### src/huffman_decode_table_assert.svh
// ----------------------------------------------------------------------------
// Huffman decode table assertion macros
// Shorthand for clocked, reset-qualified property checks.
// ----------------------------------------------------------------------------
`ifndef HUFFMAN_DECODE_TABLE_ASSERT_SVH
`define HUFFMAN_DECODE_TABLE_ASSERT_SVH

// same-cycle implication
`define HDT_ASSERT_IMPL(label, ante, cons, msg) \
    label: assert property (@(posedge clk) disable iff (!rst_n) (ante) |-> (cons)) \
        else $error(msg);

// next-cycle implication
`define HDT_ASSERT_NEXT(label, ante, cons, msg) \
    label: assert property (@(posedge clk) disable iff (!rst_n) (ante) |=> (cons)) \
        else $error(msg);

`endif

### src/hdt_pkg.sv
// ----------------------------------------------------------------------------
// Huffman decode table package
// Shared field widths, codes, state and status types.
// ----------------------------------------------------------------------------
package hdt_pkg;

    localparam int CODE_BITS_DEF   = 10;
    localparam int SYMBOL_BITS_DEF = 8;

    localparam int KEY_W      = 10;
    localparam int LEN_W      = 4;
    localparam int SYM_IO_W   = 8;
    localparam int FUNC_W     = 2;
    localparam int S_TDATA_W  = 24;
    localparam int M_TDATA_W  = 16;
    localparam int QUEUE_DEPTH = 2;

    typedef enum logic [FUNC_W-1:0] {
        FUNC_LOOKUP = 2'd0,
        FUNC_INSERT = 2'd1,
        FUNC_WRITE  = 2'd2,
        FUNC_CLEAR  = 2'd3
    } func_t;

    typedef enum logic [1:0] {
        KIND_LOOKUP = 2'd0,
        KIND_FILL   = 2'd1,
        KIND_REJECT = 2'd2
    } kind_t;

    typedef enum logic [1:0] {
        ST_INIT = 2'd0,
        ST_IDLE = 2'd1,
        ST_READ = 2'd2,
        ST_FILL = 2'd3
    } state_t;

    typedef struct packed {
        logic init_done;
        logic busy;
    } status_t;

endpackage

### src/hdt_queue.sv
// ----------------------------------------------------------------------------
// Huffman decode table command queue
// Short FIFO between front end and table engine.
// ----------------------------------------------------------------------------
module hdt_queue #(
    parameter int WIDTH = 8
) (
    input  logic             clk,
    input  logic             rst_n,
    input  logic             push,
    input  logic [WIDTH-1:0] push_data,
    output logic             push_ready,
    input  logic             pop,
    output logic [WIDTH-1:0] pop_data,
    output logic             pop_valid
);

    localparam int DEPTH = hdt_pkg::QUEUE_DEPTH;
    localparam int PTR_W = $clog2(DEPTH);
    localparam int CNT_W = $clog2(DEPTH + 1);

    logic [WIDTH-1:0] slot_reg [DEPTH];
    logic [PTR_W-1:0] wr_ptr_reg, wr_ptr_next;
    logic [PTR_W-1:0] rd_ptr_reg, rd_ptr_next;
    logic [CNT_W-1:0] count_reg, count_next;
    logic             do_push, do_pop;

    assign push_ready = count_reg != CNT_W'(DEPTH);
    assign pop_valid  = count_reg != '0;
    assign pop_data   = slot_reg[rd_ptr_reg];
    assign do_push    = push && push_ready;
    assign do_pop     = pop && pop_valid;

    always_comb
    begin
        wr_ptr_next = wr_ptr_reg;
        rd_ptr_next = rd_ptr_reg;
        count_next  = count_reg;
        if (do_push)
        begin
            wr_ptr_next = (wr_ptr_reg == PTR_W'(DEPTH - 1)) ? '0 : wr_ptr_reg + PTR_W'(1);
        end
        if (do_pop)
        begin
            rd_ptr_next = (rd_ptr_reg == PTR_W'(DEPTH - 1)) ? '0 : rd_ptr_reg + PTR_W'(1);
        end
        if (do_push && !do_pop)
        begin
            count_next = count_reg + CNT_W'(1);
        end
        else if (do_pop && !do_push)
        begin
            count_next = count_reg - CNT_W'(1);
        end
    end

    always_ff @(posedge clk or negedge rst_n)
    begin
        if (!rst_n)
        begin
            wr_ptr_reg <= '0;
            rd_ptr_reg <= '0;
            count_reg  <= '0;
        end
        else
        begin
            wr_ptr_reg <= wr_ptr_next;
            rd_ptr_reg <= rd_ptr_next;
            count_reg  <= count_next;
        end
    end

    always_ff @(posedge clk)
    begin
        if (do_push)
        begin
            slot_reg[wr_ptr_reg] <= push_data;
        end
    end

endmodule

### config.mk
export PLATFORM = sky130hd
export DESIGN_NAME = hdt_queue
export DESIGN_NICKNAME = d
export VERILOG_FILES = /design/src/huffman_decode_table_assert.svh /design/src/hdt_pkg.sv /design/src/hdt_queue.sv
export SDC_FILE = /design/constraint.sdc
export NUM_CORES = 1
export LEC_CHECK = 0
export BUFFER_PORTS_ARGS = -buffer_cell sky130_fd_sc_hd__buf_2
export CAP_MARGIN = 0
export CELL_PAD_IN_SITES_DETAIL_PLACEMENT = 1
export CELL_PAD_IN_SITES_GLOBAL_PLACEMENT = 1
export CORE_MARGIN = 1.5
export CORE_UTILIZATION = 39
export CTS_BUF_LIST = sky130_fd_sc_hd__clkbuf_4
export DETAILED_ROUTE_END_ITERATION = 10
export PLACE_DENSITY_LB_ADDON = 0.1
export SYNTH_ARGS = -nofsm -noshare
export SYNTH_HDL_FRONTEND = slang
export SYNTH_SLANG_ARGS = --single-unit
### constraint.sdc
create_clock -name clk -period 1.7 [get_ports clk]
set_clock_uncertainty 0.2 [all_clocks]
set_input_delay 0.17 -clock clk [delete_from_list [all_inputs] [get_ports clk]]
set_output_delay 0.17 -clock clk [all_outputs]
set_load 0.03 [all_outputs]
# Yosys cells after proc, flatten, opt, wreduce, memory -nomap -nowiden
# Memory sizes are Yosys's and may differ from the RTL's.
# Index checks and enable logic that the tools add are counted.
# op_classes
add_sub_neg	4
reduce_logical	8
eq_ne	1
n_mux	6
# ops
cell	n
logical AND 1 bit	4
two-way mux 1 bit	4
two-way mux 2 bit	2
nonzero test 2 bit	2
adder 1 bit (second input constant)	2
adder 2 x 1 -> 2 bit (second input constant)	1
logical NOT 1 bit	2
!= test 2 bit (second input constant)	1
subtractor 2 x 1 -> 2 bit (second input constant)	1
# word_totals
out_inout_bits	10
word_cells	23
in_bits	12
memories	1
ff_bits	4
mem_bits_rw	16
# mem_list
memory	words	word_bits	read_ports	rd_clocked_by_memory_dff	write_ports	line_no	source
slot_reg	2	8	1	0	1	hdt_queue.sv:22	logic [WIDTH-1:0] slot_reg [DEPTH];

# Depth between registers and ports, before layout
# depth
word_depth	6
mapped_depth	7
depth_no_buf	7

# Worst setup path before layout
# No wires, ideal clock.
# synth_timing
path_type	reg2reg
startpoint	register count_reg[0]
endpoint	memory slot_reg[0][0] (enable)
setup_slack_ps	56
required_ps	1130
arrival_ps	1074
path_stages_with_launch	4
synth_period_minus_slack_ps	1644
setup_ps	370
n_path_buf	0
path_cell_list	dfrtp_1 -> nand2b_4 -> nand2_1 -> nor2_1
# synth_via
elab_chain_len	4
# synth_lines
item	line_no	source
from (decl)	hdt_queue.sv:25	logic [CNT_W-1:0] count_reg, count_next;
from (signal assigned)	hdt_queue.sv:69	count_reg <= count_next;
!= test 2 bit	hdt_queue.sv:28	assign push_ready = count_reg != CNT_W'(DEPTH);
net push_ready	hdt_queue.sv:12	output logic push_ready,
logical AND 1 bit	hdt_queue.sv:31	assign do_push = push && push_ready;
two-way mux 1 bit	hdt_queue.sv:75	if (do_push)
two-way mux 1 bit (implied by the code)	hdt_queue.sv:77	slot_reg[wr_ptr_reg] <= push_data;
to (decl)	hdt_queue.sv:22	
# The timed path passes the listed nets, and every way through them passes these cells.

# Worst setup path after layout
# layout_timing
startpoint	register rd_ptr_reg
endpoint	output pop_data[7]
# layout_via
elab_chain_len	1
# layout_lines
item	line_no	source
from (decl)	hdt_queue.sv:24	logic [PTR_W-1:0] rd_ptr_reg, rd_ptr_next;
from (signal assigned)	hdt_queue.sv:68	rd_ptr_reg <= rd_ptr_next;
memory (2 x 8 bit)	--	
to (decl)	hdt_queue.sv:14	output logic [WIDTH-1:0] pop_data,
# No other way between the ends.

==> impl_metrics.py <==
metrics = {
    "cts": {
        "clk_latency_ns": 0.29,
        "clockRootBuffer": "clkbuf_4",
        "cts_sinks": 20,
        "cts_tree": "built",
        "clk_transition_reported_paths_ns": 0.10,
        "cts_buffers": 3,
        "clockBufferDepth": 2,
        "htree_levels": 1,
    },
    "synthesis": {
        "syn_area_um2": 787,
        "yosysMostFrequentCell": "edfxtp_1",
        "yosys.area.top_type": "edfxtp_1",
        "ys_ff_latch": 20,
        "synth_commonest_cells": "16 x edfxtp_1, 8 x mux2_2, 4 x dfrtp_1, 3 x xnor2_1",
        "ys_warn_count": 0,
        "synthCells": 43,
        "synth.distinct_cells": 14,
        "ys_async_sr_fraction_pct": 20.0,
        "synth_edf_count": 16,
        "synth_ff_type": "edfxtp_1",
        "synthTopCellsByArea": "edfxtp_1 61%, dfrtp_1 13%, mux2_2 11%, xnor2_1 3.3%, xor2_1 2.2%",
        "syn_nets": 56,
        "syn_avg_cell_area_um2": 18.3,
        "yosysTopAreaCellShare_pct": 61.0,
        "yosysSeqAreaShare_pct": 73.8,
    },
    "global_routing": {
        "grt_overflow": 0,
        "grt_pass1_wl_um": 2230,
        "grt_max_degree": 12,
        "grt.total_usage_pct": 14.9,
        "antenna_found_initial": 0,
        "grt_pass1_vias": 518,
    },
    "route": {
        "drc": 0,
        "antenna_left": 0,
        "drt-total-wl_um": 1540,
        "via_per_inst": 4.45,
        "drt_iter0_drc": 11,
        "first_pass_iters": 3,
        "vias": 503,
        "avgRoutedWirePerCell_um": 13.7,
    },
    "die": {
        "io_pins": 22,
        "die_w_um": 47.9,
        "row_count": 16,
        "initial_core_util_pct": 41.0,
        "die-area_um2": 2300,
        "die_h_um": 47.9,
        "core_um2": 1920,
    },
    "run_status": {
        "status": "completed",
    },
    "power": {
        "power_leakage_nw": 0.494,
        "power_density_nw_per_um2": 1720,
        "peakVddDrop_uv": 889,
    },
    "sta": {
        "slew_headroom_pct": 72.8,
        "hold_viol_final": 0,
        "grt_setup_unrepaired": "yes",
        "fin_crit_sh_pct": 97.6,
        "period_needed_ns": 1.66,
        "holdWs_ns": 0.304,
        "final_max_slew_viol_count": 0,
        "timing.fmax_mhz": 603,
        "setup_viol": 0,
        "tightest_slew_ns": 0.407,
    },
    "place": {
        "io_buffers": 21,
        "place_hpwl_um": 1030,
        "gp_congestion": 0.652,
        "place_inst": 92,
    },
    "final_layout": {
        "final_util_pct": 61.8,
        "final_nets": 100,
        "instances_no_fill": 113,
        "drive_above_1_share_pct": 52.3,
        "num-fill-cells": 196,
        "n_antenna_cell": 0,
        "syn_to_final_growth_pct": 51.0,
        "largest_reg_flops": 16,
    },
    "critical_path": {
        "critPathArrivalTime_ns": 1.29,
        "startpoint_type": "flip-flop",
        "worstPathRequired_ns": 1.33,
        "cp-end-kind": "output pin",
        "worstSetupPathType": "flip-flop to output pin",
        "crit_fanout": 5,
    },
    "flow_run": {
        "maxCapViolations": 0,
    },
    "min_path": {
        "hold_path.class": "flip-flop to flip-flop",
    },
}
## final timing paths
check | start | endpoint | slack [ns] | cells after the start
worst max-delay path | rd_ptr_reg$_DFFE_PN0P_ | pop_data[7] | 0.04 | 3
worst min-delay path | wr_ptr_reg$_DFFE_PN0N_ | wr_ptr_reg$_DFFE_PN0N_ | 0.30 | 1
worst max register to register | count_reg[1]$_DFFE_PN0P_ | count_reg[1]$_DFFE_PN0P_ | 0.07 | 6
worst min register to register | wr_ptr_reg$_DFFE_PN0N_ | wr_ptr_reg$_DFFE_PN0N_ | 0.30 | 1
max in group asynchronous | rst_n | rd_ptr_reg$_DFFE_PN0P_ | 0.51 | 3
min in group asynchronous | rst_n | count_reg[1]$_DFFE_PN0P_ | 0.60 | 3
## metal layers
metal	vias up	routed length [um]	global-route usage [%]
li1	243	-	-
met1	246	565	16.1
met2	14	929	28.3
met3	0	49	3.40
met4	0	0	4.86
met5	-	0	0
## cells in the final DEF, fill, tap and decap left out, drive strengths merged
| master | Yosys | routed |
|---|---|---|
| buf | 1 | 28 |
| edfxtp | 16 | 16 |
| dlygate4sd3 | 0 | 12 |
| mux2 | 8 | 8 |
| clkbuf | 0 | 4 |
| dfrtp | 4 | 4 |
| xnor2 | 3 | 3 |
| nor2 | 2 | 2 |
| xor2 | 2 | 2 |
| nand2 | 2 | 2 |
| or2 | 1 | 1 |
| nand2b | 1 | 1 |
| inv | 1 | 1 |
| and3 | 1 | 1 |
| ha | 1 | 1 |
## repair_timing
item,CTS,global route
resized for setup,3,28
hold buffers,12,0
setup endpoints to repair,8,9
endpoints found under the hold margin,22,0
setup buffers,2,3
## worst max-delay path: stages (launching register included)
cell	delay, ns
dfrtp_2	0.39
buf_6	0.12
mux2_2	0.34
buf_6	0.14
## report_power, final
part | internal (W) | switching, W | total [W]
clock network | 0.000107 | 0.000134 | 0.000242
registers | 0.000687 | 0.0000727 | 0.000760
logic | 0.000523 | 0.000518 | 0.00104
total | 0.00132 | 0.000725 | 0.00204
## cell type report
cell class                 count  area (um^2)  share of cell area (%)
clock buffer                   4         30.0                    2.53
tap                           27         33.8                    2.84
inverter                       1         3.75                   0.316
sequential                    20          582                    48.9
timing repair buffer          40          335                    28.2
multi-input combinational     21          204                    17.2
## cell families (layout without fill, tap and decap cells)
logic type	count (synthesis)	in the layout	synth area share [%]
simple gates	7	7	6.52
flops	20	20	73.8
fa+ha+maj	1	1	1.59
buf+inv	2	45	1.11
mux	8	8	11.4
xor+xnor	5	5	5.57
## per-stage QoR
step                setup TNS, ns  worst slack, ns  power [W]  cell area, um^2
floorplan                       0           0.0556    0.00134              787
global placement                0            0.106    0.00153              936
detailed placement              0           0.0236    0.00156              936
CTS                             0          0.00151    0.00187             1100
global route               -0.133          -0.0270    0.00216             1190
finish                          0           0.0407    0.00204             1190
Power figures use the tool's default switching activity.
