### src/huffman_decode_table_assert.svh
// ----------------------------------------------------------------------------
// Huffman decode table assertion macros
// Shorthand for clocked, reset-qualified property checks.
// ----------------------------------------------------------------------------
`ifndef HUFFMAN_DECODE_TABLE_ASSERT_SVH
`define HUFFMAN_DECODE_TABLE_ASSERT_SVH

// same-cycle implication
`define HDT_ASSERT_IMPL(label, ante, cons, msg) \
    label: assert property (@(posedge clk) disable iff (!rst_n) (ante) |-> (cons)) \
        else $error(msg);

// next-cycle implication
`define HDT_ASSERT_NEXT(label, ante, cons, msg) \
    label: assert property (@(posedge clk) disable iff (!rst_n) (ante) |=> (cons)) \
        else $error(msg);

`endif

### src/hdt_pkg.sv
// ----------------------------------------------------------------------------
// Huffman decode table package
// Shared field widths, codes, state and status types.
// ----------------------------------------------------------------------------
package hdt_pkg;

    localparam int CODE_BITS_DEF   = 10;
    localparam int SYMBOL_BITS_DEF = 8;

    localparam int KEY_W      = 10;
    localparam int LEN_W      = 4;
    localparam int SYM_IO_W   = 8;
    localparam int FUNC_W     = 2;
    localparam int S_TDATA_W  = 24;
    localparam int M_TDATA_W  = 16;
    localparam int QUEUE_DEPTH = 2;

    typedef enum logic [FUNC_W-1:0] {
        FUNC_LOOKUP = 2'd0,
        FUNC_INSERT = 2'd1,
        FUNC_WRITE  = 2'd2,
        FUNC_CLEAR  = 2'd3
    } func_t;

    typedef enum logic [1:0] {
        KIND_LOOKUP = 2'd0,
        KIND_FILL   = 2'd1,
        KIND_REJECT = 2'd2
    } kind_t;

    typedef enum logic [1:0] {
        ST_INIT = 2'd0,
        ST_IDLE = 2'd1,
        ST_READ = 2'd2,
        ST_FILL = 2'd3
    } state_t;

    typedef struct packed {
        logic init_done;
        logic busy;
    } status_t;

endpackage

### src/hdt_front.sv
// ----------------------------------------------------------------------------
// Huffman decode table front end
// Accepts operation words and turns them into lookup, fill or reject commands.
// ----------------------------------------------------------------------------
module hdt_front #(
    parameter int CODE_BITS   = hdt_pkg::CODE_BITS_DEF,
    parameter int SYMBOL_BITS = hdt_pkg::SYMBOL_BITS_DEF,
    parameter int CMD_W       = 2 + 2 * CODE_BITS + 1 + hdt_pkg::LEN_W + SYMBOL_BITS
) (
    input  logic                          s_tvalid,
    output logic                          s_tready,
    // key_or_code[9:0], code_length[13:10], symbol[21:14], zero fill
    input  logic [hdt_pkg::S_TDATA_W-1:0] s_tdata,
    // func[1:0]
    input  logic [hdt_pkg::FUNC_W-1:0]    s_tuser,
    input  hdt_pkg::status_t              status,
    output logic                          q_push,
    output logic [CMD_W-1:0]              q_data,
    input  logic                          q_ready
);

    typedef struct packed {
        hdt_pkg::kind_t                kind;
        logic [CODE_BITS-1:0]          addr;
        logic [CODE_BITS:0]            step;
        logic [hdt_pkg::LEN_W-1:0]     len;
        logic [SYMBOL_BITS-1:0]        sym;
    } cmd_t;

    logic [hdt_pkg::KEY_W-1:0]    key;
    logic [hdt_pkg::LEN_W-1:0]    len;
    logic [hdt_pkg::SYM_IO_W-1:0] sym_in;
    logic [CODE_BITS-1:0]         idx;
    logic [CODE_BITS-1:0]         code_mask;
    hdt_pkg::func_t               func;
    cmd_t                         cmd;

    assign key    = s_tdata[hdt_pkg::KEY_W-1:0];
    assign len    = s_tdata[hdt_pkg::KEY_W +: hdt_pkg::LEN_W];
    assign sym_in = s_tdata[hdt_pkg::KEY_W + hdt_pkg::LEN_W +: hdt_pkg::SYM_IO_W];
    assign func   = hdt_pkg::func_t'(s_tuser);
    assign idx    = CODE_BITS'(key);

    assign code_mask = (CODE_BITS'(1) << len) - CODE_BITS'(1);

    assign s_tready = q_ready && status.init_done;
    assign q_push   = s_tvalid && s_tready;
    assign q_data   = cmd;

    always_comb
    begin
        cmd.kind = hdt_pkg::KIND_FILL;
        cmd.addr = idx;
        cmd.step = (CODE_BITS + 1)'(1) << CODE_BITS;
        cmd.len  = len;
        cmd.sym  = SYMBOL_BITS'(sym_in);
        unique case (func)
            hdt_pkg::FUNC_LOOKUP:
            begin
                cmd.kind = hdt_pkg::KIND_LOOKUP;
            end
            hdt_pkg::FUNC_INSERT:
            begin
                if (len == '0 || int'(len) > CODE_BITS)
                begin
                    cmd.kind = hdt_pkg::KIND_REJECT;
                end
                cmd.addr = idx & code_mask;
                cmd.step = (CODE_BITS + 1)'(1) << len;
            end
            hdt_pkg::FUNC_WRITE:
            begin
                cmd.kind = hdt_pkg::KIND_FILL;
            end
            hdt_pkg::FUNC_CLEAR:
            begin
                cmd.addr = '0;
                cmd.step = (CODE_BITS + 1)'(1);
                cmd.len  = '0;
                cmd.sym  = '0;
            end
        endcase
    end

endmodule

### config.mk
export PLATFORM = sky130hd
export DESIGN_NAME = hdt_front
export DESIGN_NICKNAME = d
export VERILOG_FILES = /design/src/huffman_decode_table_assert.svh /design/src/hdt_pkg.sv /design/src/hdt_front.sv
export SDC_FILE = /design/constraint.sdc
export NUM_CORES = 1
export LEC_CHECK = 0
export ABC_AREA = 1
export BUFFER_PORTS_ARGS = -buffer_cell sky130_fd_sc_hd__buf_2
export CORE_MARGIN = 5
export CORE_UTILIZATION = 37
export DETAILED_ROUTE_END_ITERATION = 7
export PLACE_DENSITY_LB_ADDON = 0.2
export SYNTH_ARGS = -nofsm -noshare
export SYNTH_HDL_FRONTEND = slang
export SYNTH_SLANG_ARGS = --single-unit
### constraint.sdc
create_clock -name vclk -period 2.76
set_clock_uncertainty 0.05 [all_clocks]
set_input_delay 0.276 -clock vclk [all_inputs]
set_output_delay 0.276 -clock vclk [all_outputs]
set_load 0.02 [all_outputs]
# Yosys cells after proc, flatten, opt, wreduce, memory -nomap -nowiden
# Index checks and enable logic that the tools add are counted.
dict set report totals {
  regBits 0
  latchBits 0
  ramBits 0
  mem_bits_ro 0
  output_inout_bits 37
  elab_cells 16
  mem_count 0
}
dict set report classes {
  addsub 1
  multipliers 0
  div_mod_pow 0
  magnitude_cmp 1
  eq_ne 2
  shift 2
  muxes 4
  n_bitwise 1
  reduce_logical 5
}
# cell count
set op_table {}
lappend op_table {{$pmux 21 s2} 1}
lappend op_table {{$mux 12} 1}
lappend op_table {{$shl 1x4->11 const A} 1}
lappend op_table {{$and 10x10->10} 1}
lappend op_table {{$shl 1x4->10 const A} 1}
lappend op_table {{$sub 10x2->10 const B} 1}
lappend op_table {{$gt 4x4->1 const B} 1}
lappend op_table {{$logic_not 4->1} 1}
lappend op_table {{$pmux 2 s2} 1}
lappend op_table {{$eq 2x1->1 const B} 1}
lappend op_table {{$eq 2x2->1 const B} 1}
lappend op_table {{$logic_and 1x1->1} 2}
lappend op_table {{$logic_not 2->1} 1}
lappend op_table {{$mux 2} 1}
lappend op_table {{$logic_or 1x1->1} 1}

# Longest topological paths before layout
dict set report logic_depth {
  word_depth 4
  mapped_depth 10
  ltp_nobuf 10
}

# Worst setup path after synthesis
# OpenSTA, ideal clock, no wires.
dict set report synth_timing {
  path_type {input to output}
  start {input port s_tdata[13] (netlist name)}
  end {output port q_data[25]}
  t_arrival_ps 1468
  slack_ps 966
  path_stages 6
  path_buffers 1
  path_cell_list {buf_4 -> nor2_8 -> nand2_1 -> ha_1 -> or2_0 -> a31oi_1}
}
dict set report synth_via {
  elab_chain_cells 4
}
# element line
set synth_lines {}
lappend synth_lines {{from (decl)} hdt_front.sv:13} ;# input logic [hdt_pkg::S_TDATA_W-1:0] s_tdata,
lappend synth_lines {{$shl 1x4->10} hdt_front.sv:44} ;# assign code_mask = (CODE_BITS'(1) << len) - CODE_BITS'(1);
lappend synth_lines {{$sub 10x2->10} hdt_front.sv:44}
lappend synth_lines {{$and 10x10->10} hdt_front.sv:68} ;# cmd.addr = idx & code_mask;
lappend synth_lines {{$pmux 21 s2} hdt_front.sv:57} ;# unique case (func)
lappend synth_lines {{to (decl)} hdt_front.sv:18} ;# output logic [CMD_W-1:0] q_data,
# No other way between the ends.

# Worst setup path after layout
dict set report layout_timing {
  start {input port s_tdata[11] (netlist name)}
  end {output port q_data[31]}
}
# The elaborated chain is that of the path after synthesis.

==> flow_metrics.env <==
export IMPL_status="complete, no violations"
export IMPL_fin_total_pwr_uw=148
export IMPL_grt_max_degree=15
export IMPL_synth_mux_area_share_pct=0
export IMPL_drc=0
export IMPL_yosysUniqueCellTypes=23
export IMPL_cp_required_ns=2.43
export IMPL_critical_path_class="in -> out"
export IMPL_finalHoldViolCount=0
export IMPL_syn_area_um2=542
export IMPL_clock_fmax_mhz=526
export IMPL_synth_compound_area_share_pct=14.5
export IMPL_postCtsHoldBufs=0
export IMPL_nNetsFinal=208
export IMPL_critPathTopFamily="simple AND/OR/NAND/NOR gates"
export IMPL_cp_start_kind="input port"
export IMPL_yosys_area_share_simple_pct=55.2
export IMPL_slew_headroom_pct=73.8
export IMPL_worst_path_most_repeated_cell="nand2_1"
export IMPL_slowest_stage="ha_1"
export IMPL_crit_path_end_kind="output pin"
export IMPL_yosysWarningCount=0
export IMPL_ant_nets=0
export IMPL_utilization_pct=62.1
export IMPL_clkbuf_count=0
export IMPL_rsz0062_at_grt="no"
export IMPL_detail_route_first_pass_iterations=3
export IMPL_slew_violations=0
export IMPL_die_width_um=48.3
export IMPL_power_frac_comb_pct=100.0
export IMPL_swShare_pct=64.9
export IMPL_vdd_drop_max_v=0.000101
export IMPL_critPathArrivalTime_ns=1.57
export IMPL_dp_hpwl_um=1600
export IMPL_drive_gt1_share_pct=40.6
export IMPL_routed_via_density=4.52
export IMPL_grt_overflow_total=0
export IMPL_wl_um=1860
export IMPL_syn_avg_cell_area_um2=4.67
export IMPL_rows=13
export IMPL_cts_setup_buffers=0
export IMPL_tns_ns=0
export IMPL_place_gp_congestion=0.844
export IMPL_cts_resized=0
export IMPL_grt_pass1_wl_um=2750
export IMPL_crit_chain="buf_2, nor2_2, nand2_1, ha_1, nand4_1, nand2_1, inv_1, nand2_1, a21oi_1, buf_2"
export IMPL_area_delta_synth_final_pct=54.7
export IMPL_clkPwrFrac_pct=0
export IMPL_wl_per_cell_um=9.78
export IMPL_sequential_cell_total=0
export IMPL_seq_area_frac_synth_pct=0
export IMPL_dieHeight_um=48.3
export IMPL_max_stage_delay_ns=0.27
export IMPL_antenna_found_initial=0
export IMPL_p_seq_share_pct=0
export IMPL_die_area_mm2=0.00233
export IMPL_multi_input_area_um2=390
export IMPL_seq_area_um2=0
export IMPL_pin_count=67
export IMPL_synth_cells=116
export IMPL_grt_use_total_pct=15.4
export IMPL_vias=859
export IMPL_detailedPlace_worstSlack_ns=0.869
export IMPL_finalCritPeriodShare_pct=68.9
export IMPL_synth_top_family_by_area="simple AND/OR/NAND/NOR gates"
export IMPL_final_fill_count=139
export IMPL_layout_min_cycle_time_ns=1.90
export IMPL_fin_ws_ns=0.859
export IMPL_cap_violations=0
export IMPL_coreArea_mm2=0.00135
export IMPL_hp_class="in -> out"
export IMPL_synth_xor_area_share_pct=0
export IMPL_yosys_area_share_adder_pct=2.31
export IMPL_grt_pass1_vias=662
export IMPL_worstMarginPinSlew_ns=0.393
export IMPL_antennaDiodeCount=0
export IMPL_place_area_um2=838
export IMPL_start_util_pct=40.1
export IMPL_p_int_uw=52.1
export IMPL_syn_nets=147
export IMPL_critPathBufInv=3
export IMPL_worstPathMaxFanout=9
export IMPL_final_cell_area_um2=838
export IMPL_switchingPower_uw=96.2
export IMPL_port_buffers=64
export IMPL_drt_initial_drc_count=7
export IMPL_leakagePower_uw=0.000605
export IMPL_setup_viol_count_final=0
export IMPL_powerDensity_mw_per_mm2=177
-- through the flow --
step,hold slack [ns],std cells
global route,0.823,190
finish,0.813,190
detailed placement,0.814,190
global placement,0.809,190
CTS,0.815,190
floorplan,0.619,116
-- cell usage in the layout (no fill, tap or decap) --
| master | count |
|---|---|
| nor2_1 | 26 |
| inv_2 | 3 |
| nand4_1 | 1 |
| o21ai_1 | 2 |
| nor3_1 | 3 |
| nor2_8 | 1 |
| inv_1 | 26 |
| a21boi_0 | 2 |
| nand3_1 | 6 |
| a31oi_1 | 1 |
| buf_2 | 64 |
| o31ai_1 | 1 |
| nor2_2 | 1 |
| nor4_1 | 1 |
| a21oi_1 | 6 |
| nand2_1 | 25 |
| o21ai_0 | 2 |
| nand2_2 | 1 |
| nor2_4 | 1 |
| ha_1 | 1 |
| or2_0 | 1 |
-- power groups by stage --
stage               Combinational, µW  Clock, µW  Sequential (µW)
global placement                  147          0                0
detailed placement                149          0                0
CTS                               149          0                0
global route                      164          0                0
finish                            148          0                0
floorplan                        99.4          0                0
-- Yosys cell counts --
| library cell | number | area [µm²] |
|---|---|---|
| or2_0 | 1 | 6.26 |
| nor2_2 | 1 | 6.26 |
| ha_1 | 1 | 12.5 |
| inv_1 | 26 | 97.6 |
| nor4_1 | 1 | 6.26 |
| a21oi_1 | 6 | 30.0 |
| buf_4 | 2 | 15.0 |
| nor2_8 | 1 | 20.0 |
| nand3_1 | 6 | 30.0 |
| nor2_4 | 1 | 11.3 |
| buf_6 | 2 | 22.5 |
| o21ai_0 | 2 | 10.0 |
| a31oi_1 | 1 | 6.26 |
| nand2_1 | 25 | 93.8 |
| o21ai_1 | 2 | 10.0 |
| inv_2 | 3 | 11.3 |
| nor3_1 | 3 | 15.0 |
| nand4_1 | 1 | 6.26 |
| nor2_1 | 26 | 97.6 |
| nand2_2 | 1 | 6.26 |
| o31ai_1 | 1 | 7.51 |
| buf_2 | 1 | 5.00 |
| a21boi_0 | 2 | 15.0 |
-- path summary, 6_finish.rpt --
check | startpoint | end | slack [ns] | cells after the start
min | s_tdata[0] | q_data[23] | 0.81 | 4
max | s_tdata[11] | q_data[31] | 0.86 | 10
-- layout make-up --
| type | count | share of cell area, % |
|---|---|---|
| multi-input combinational | 82 | 46.6 |
| inverter | 29 | 13.0 |
| tap | 15 | 2.24 |
| timing repair buffer | 64 | 38.2 |
-- metal layers --
| layer | up-vias | share of wire [%] | track usage (%) |
|---|---|---|---|
| li1 | 467 | - | - |
| met1 | 365 | 43 | 21.7 |
| met2 | 27 | 50 | 27.6 |
| met3 | 0 | 7.2 | 0.369 |
| met4 | 0 | 0 | 0 |
| met5 | - | 0 | 0 |
-- cell families after synthesis --
logic type                 Yosys count
and+or+nand+nor                     67
buffers and inverters               34
AOI/OAI and AO/OA                   14
adders and majority gates            1
Note: power is estimated with default switching activity, not from simulation.
